## src/rtl/spa_pkg.sv

```systemverilog
// ----------------------------------------------------------------------------
// spa_pkg
// Shared types and codes for the slot pool allocator: command and status
// codes, slot states, the decoded operation carried through the queue and
// the back-end sequencer states.
// ----------------------------------------------------------------------------
package spa_pkg;

   localparam int CMD_W  = 2;
   localparam int IDX_W  = 10;
   localparam int CNT_W  = 11;
   localparam int STAT_W = 2;

   localparam int QUEUE_DEPTH = 2;

   localparam logic [CMD_W-1:0] CMD_CLAIM   = 2'd0;
   localparam logic [CMD_W-1:0] CMD_DESTROY = 2'd1;
   localparam logic [CMD_W-1:0] CMD_RELEASE = 2'd2;

   localparam logic [STAT_W-1:0] STAT_DONE      = 2'd0;
   localparam logic [STAT_W-1:0] STAT_EXHAUSTED = 2'd1;
   localparam logic [STAT_W-1:0] STAT_IGNORED   = 2'd2;

   localparam logic [CNT_W-1:0] CAP_RESET = 11'd1024;

   typedef enum logic [1:0] {
      SLOT_FREE = 2'd0,
      SLOT_LIVE = 2'd1,
      SLOT_DEAD = 2'd2
   } slot_state_type;

   typedef enum logic [1:0] {
      OP_CLAIM,
      OP_DESTROY,
      OP_RELEASE,
      OP_IGNORE
   } op_type;

   typedef struct packed {
      op_type             op;
      logic [IDX_W-1:0]   idx;
   } work_type;

   typedef enum logic {
      BK_IDLE,
      BK_EXEC
   } back_state_type;

endpackage

```

## src/rtl/spa_queue.sv

```systemverilog
// ----------------------------------------------------------------------------
// spa_queue
// Short FIFO of decoded operations between the front end and the back end.
// ----------------------------------------------------------------------------
module spa_queue (
   input  logic              clock,
   input  logic              reset,
   input  logic              push_valid,
   output logic              push_ready,
   input  spa_pkg::work_type push_data,
   output logic              pop_valid,
   input  logic              pop_ready,
   output spa_pkg::work_type pop_data
);
   import spa_pkg::*;

   localparam int PTR_W = (QUEUE_DEPTH > 1) ? $clog2(QUEUE_DEPTH) : 1;

   work_type           entries_ff [QUEUE_DEPTH];
   logic [PTR_W-1:0]   wr_ptr_ff, wr_ptr_in;
   logic [PTR_W-1:0]   rd_ptr_ff, rd_ptr_in;
   logic [PTR_W:0]     count_ff, count_in;
   logic               push, pop;

   assign push_ready = (count_ff != (PTR_W+1)'(QUEUE_DEPTH));
   assign pop_valid  = (count_ff != '0);
   assign pop_data   = entries_ff[rd_ptr_ff];
   assign push       = push_valid && push_ready;
   assign pop        = pop_valid && pop_ready;

   always_comb begin
      wr_ptr_in = wr_ptr_ff;
      rd_ptr_in = rd_ptr_ff;
      count_in  = count_ff;
      if (push) begin
         wr_ptr_in = (wr_ptr_ff == PTR_W'(QUEUE_DEPTH-1)) ? '0 : wr_ptr_ff + 1'b1;
      end
      if (pop) begin
         rd_ptr_in = (rd_ptr_ff == PTR_W'(QUEUE_DEPTH-1)) ? '0 : rd_ptr_ff + 1'b1;
      end
      if (push && !pop) begin
         count_in = count_ff + 1'b1;
      end else if (pop && !push) begin
         count_in = count_ff - 1'b1;
      end
   end

   always_ff @(posedge clock) begin
      if (reset) begin
         wr_ptr_ff <= '0;
         rd_ptr_ff <= '0;
         count_ff  <= '0;
      end else begin
         wr_ptr_ff <= wr_ptr_in;
         rd_ptr_ff <= rd_ptr_in;
         count_ff  <= count_in;
      end
   end

   always_ff @(posedge clock) begin
      if (push) begin
         entries_ff[wr_ptr_ff] <= push_data;
      end
   end

endmodule

```

## config.mk

```make
export PLATFORM = sky130hd
export DESIGN_NAME = spa_queue
export DESIGN_NICKNAME = d
export VERILOG_FILES = /design/src/rtl/spa_pkg.sv /design/src/rtl/spa_queue.sv
export SDC_FILE = /design/constraint.sdc
export NUM_CORES = 1
export LEC_CHECK = 0
export ABC_AREA = 1
export BUFFER_PORTS_ARGS = -buffer_cell sky130_fd_sc_hd__buf_2
export CAP_MARGIN = 20
export CORE_MARGIN = 3
export CORE_UTILIZATION = 54
export DETAILED_ROUTE_END_ITERATION = 7
export GPL_TIMING_DRIVEN = 1
export PLACE_DENSITY_LB_ADDON = 0.12
export SLEW_MARGIN = 20
export SYNTH_ARGS = -nofsm -noshare
export SYNTH_HDL_FRONTEND = slang
export SYNTH_SLANG_ARGS = --single-unit
```

## constraint.sdc

```tcl
create_clock -name clock -period 2.9 [get_ports clock]
set_input_delay 0.435 -clock clock [delete_from_list [all_inputs] [get_ports clock]]
set_output_delay 0.435 -clock clock [all_outputs]
set_load 0.005 [all_outputs]
```

* Yosys cells after proc, flatten, opt, wreduce, memory -nomap -nowiden
Memories as Yosys holds them, arrays and structs flattened. A register that Yosys moved wholly into a read port is not among the register bits. Cells that the tools add are included.
Storage, ports and cells: output and inout bits 14, flip-flop bits (word level) 4, word-level logic and storage cells 25, memories 1, bits of input ports 16, memory bits (writable) 24
Operators by class: eq/ne operators 1, muxes and demuxes 8, $add $sub $neg 4, reductions and logical operators 8
Memory list:
- entries_ff | words 2, bits a word 12, rd ports 1, clocked after Yosys merged registers in 1, wr ports 1, RTL line spa_queue.sv:19 | work_type entries_ff [QUEUE_DEPTH];
Operator list (count):
- $mux 1 | 6
- $logic_and 1x1->1 | 4
- $mux 2 | 2
- $reduce_bool 2->1 | 2
- $add 1x1->1 const B | 2
- $add 2x1->2 const B | 1
- $logic_not 1->1 | 2
- $ne 2x2->1 const B | 1
- $sub 2x1->2 const B | 1

* Depth between registers and ports, before layout
word-level depth 6, mapped depth 11, gate-level depth less buffers 11

* Worst setup path before layout
Ideal clock, no wire load.
path kind reg-to-reg, start register count_ff[0], end memory entries_ff[1][0] (netlist bit), enable pin, setup time 380 ps, setup slack 1476 ps, buffers on the path 0, data arrival time 1044 ps, stages on the path, launching flop included 5, required time 2520 ps, clock period less this slack 1424 ps, path through dfxtp_1 inv_2 nand2_2 nand2_2 nor2_1
Between the ends: longest elaborated chain between the ends 4
RTL lines:
- start: declaration | RTL line spa_queue.sv:22 | logic [PTR_W:0] count_ff, count_in;
- start signal: assignment | RTL line spa_queue.sv:56 | count_ff <= count_in;
- $ne 2x2->1 | RTL line spa_queue.sv:25 | assign push_ready = (count_ff != (PTR_W+1)'(QUEUE_DEPTH));
- named net push_ready | RTL line spa_queue.sv:9 | output logic push_ready,
- $logic_and 1x1->1 | RTL line spa_queue.sv:28 | assign push = push_valid && push_ready;
- $mux 1 | RTL line spa_queue.sv:61 | if (push) begin
- $mux 1 (not written as such) | RTL line spa_queue.sv:62 | entries_ff[wr_ptr_ff] <= push_data;
- end: declaration | RTL line spa_queue.sv:19
The timed path passes the listed nets, and every way through them passes these cells.

==> reports/metrics.yaml <==
layout:
  nets: 128
  fillCellCount: 153
  n_antenna_cell: 0
  area_delta_synth_final_pct: 20.3
  finalInstanceArea_um2: 1380
  drive_gt1_frac: 0.464
timing:
  max_slew.worst_pin.slew_ns: 0.724
  fin_tns_setup_ns: 0
  hold_violations: 0
  slew_violations: 0
  finalClockSkew_ns: 0.00747
  setup_viol_count_final: 0
  fin_ws_ns: 0.841
  max-slew-margin-rel: 0.517
  period_minus_slack_ns: 2.06
  fin_crit_sh: 0.710
  rsz0062_at_grt: "false"
  max_freq_mhz: 486
yosys:
  synth_top_area_frac: 0.627
  synthArstFlopShare: 0
  synth_area_leaders: "edfxtp_1 (63%), mux2_4 (13%), dfxtp_1 (8.7%), inv_1 (2.3%), nand2_1 (2.3%)"
  synth_area_um2: 1150
  synthAdderAreaFrac: 0.0109
  yosysUniqueCellTypes: 15
  synth_compound_area_frac: 0.0174
  synth-seq-cells: 29
  synth_simple_gate_area_frac: 0.0708
  synth_warnings: 0
  synth_top_family_by_area: "multiplexers"
  synthXorXnorAreaFrac: 0
  synth_top_area_cell: "edfxtp_1"
  syn_nets: 91
  synth_mux_area_frac: 0.150
  synth_flop_cell: "edfxtp_1"
  synth_edf_count: 24
  synth_cells: 74
  ys_seq_area_frac: 0.715
  avgSynthCellArea_um2: 15.5
global_route:
  grt_overflow: 0
  grt_pass1_wl_mm: 2.58
  antenna_found_initial: 0
  grt.total_usage: 0.142
  grt_max_degree: 13
  grt_pass1_vias: 602
cts:
  clock_path_buffers: 2
  cts_hold_buf: 0
  htreeDepth: 2
  cts_tree: "built"
  cts_root_buffer: "clkbuf_4"
  post_cts_buffers: 0
  clk_pin_slew_ns: 0.09
  post_cts_resized: 0
  clk_latency_ns: 0.31
  numCtsBuffers: 5
  clkSinkCount: 29
worst_setup_path:
  reg2reg_from: "count_ff[0]"
  cp-start-kind: "flip-flop"
  setup.worst_path.end: "pop_data[6]"
  path_class: "flip-flop to output port"
  r2r_cells: 10
  worst_ep_arrival_time_ns: 1.62
  rrSetupSlack_ns: 1.56
  end_kind: "output port"
  critPathRequiredTime_ns: 2.47
  reg2reg_to: "count_ff[1]"
  path_max_fanout: 12
floorplan:
  ios: 30
  core.rowCount: 16
  core-area_um2: 1980
  dieArea_um2: 2720
  die_x_um: 52.1
  start_util: 0.580
  die_h_um: 52.1
drt:
  drt-pass1-iter-count: 4
  drtIter0Drc: 7
  drc: 0
  num_vias: 670
  top_layer_used: "met4"
  wire_per_inst_um: 11.7
  met1_length_um: 667
  wl_met3_um: 118
  antenna_left: 0
  route.met2.wl_um: 815
  finalWirelength_mm: 1.63
  routed_via_density: 4.82
placement:
  postPlaceCellArea_um2: 1330
  hpwl_mm: 1.17
  gp_congestion: 0.662
  port_buffers: 29
  dp_slack_ns: 1.16
run_status:
  status: "complete, no violations"
pwr:
  irDropWorstVdd_v: 0.000546
  p_leak_uw: 0.000588
  power_density_nw_per_um2: 793
run:
  cap_violations: 0
worst_hold_path:
  hold_class: "primary input to flip-flop"
## how the worst min path moves through the flow
stage	from	end	slack, ns	depth (start not counted)
after floorplan	rd_ptr_ff	flip-flop	0.46	2
after global placement	rd_ptr_ff	rd_ptr_ff	0.48	2
after detailed placement	wr_ptr_ff	wr_ptr_ff	0.50	2
after CTS	push_data[2]	entries_ff[0][2]	0.29	1
after global routing	push_data[2]	entries_ff[0][2]	0.29	1
final	push_data[3]	entries_ff[0][3]	0.31	1
## power by group
group / total [uW] / internal, uW / switching [uW]
Combinational: 309 / 166 / 143
Clock: 208 / 87.3 / 121
Sequential: 578 / 530 / 48.5
Total: 1100 / 783 / 312
## worst max-delay path: stages, from the launching register on
cell and delay, ns:
dfxtp_1 0.79, mux2_2 0.40, buf_2 0.12
## cell usage after synthesis, types with 2 or more instances
cell type   n
mux2_2      2
o21ai_0     2
nand2_1     7
nand2_2     2
edfxtp_1   24
inv_1       7
dfxtp_1     5
nor2_1      7
a21oi_1     2
mux2_4     10
nand3_1     2
## routing by layer
layer,track usage,up-vias
met3,0.0716,4
met2,0.213,23
met4,0.0786,0
met5,0,-
met1,0.164,309
li1,-,334
## layout make-up
type / count / area (um^2) / share of cell area
Inverter: 8 / 30.0 / 0.0217
Clock inverter: 3 / 12.5 / 0.00906
Tap cell: 27 / 33.8 / 0.0245
Multi-Input combinational cell: 36 / 287 / 0.207
Timing Repair Buffer: 31 / 160 / 0.116
Sequential cell: 29 / 821 / 0.594
Clock buffer: 5 / 37.5 / 0.0272
## state kept, by name, summed over array words and instances, names as in the netlist, named ones only
name / count
count_ff: 2
entries_ff: 24
rd_ptr_ff: 1
wr_ptr_ff: 1
## cell usage in the layout, fill, tap and decap left out, drive strengths merged
| cell | n |
|---|---|
| buf | 31 |
| edfxtp | 24 |
| mux2 | 12 |
| nand2 | 9 |
| inv | 8 |
| nor2 | 7 |
| dfxtp | 5 |
| clkbuf | 5 |
| clkinv | 3 |
| a21oi | 2 |
| nand3 | 2 |
| o21ai | 2 |
| nand4 | 1 |
| ha | 1 |
## cell families after synthesis
group	Yosys count
AOI/OAI and AO/OA	4
adders and majority gates	1
buffers and inverters	9
DFF	29
muxes	12
and+or+nand+nor	19
## through the flow
stage                     hold WS [ns]   util  total power, uW  std cells
after floorplan                  0.465      -              791         74
after global placement           0.479  0.672              886        131
after detailed placement         0.504  0.672              902        131
after CTS                        0.293  0.697             1110        139
after global routing             0.285  0.697             1170        139
final                            0.308  0.697             1100        139
Power figures use the tool's default switching activity.
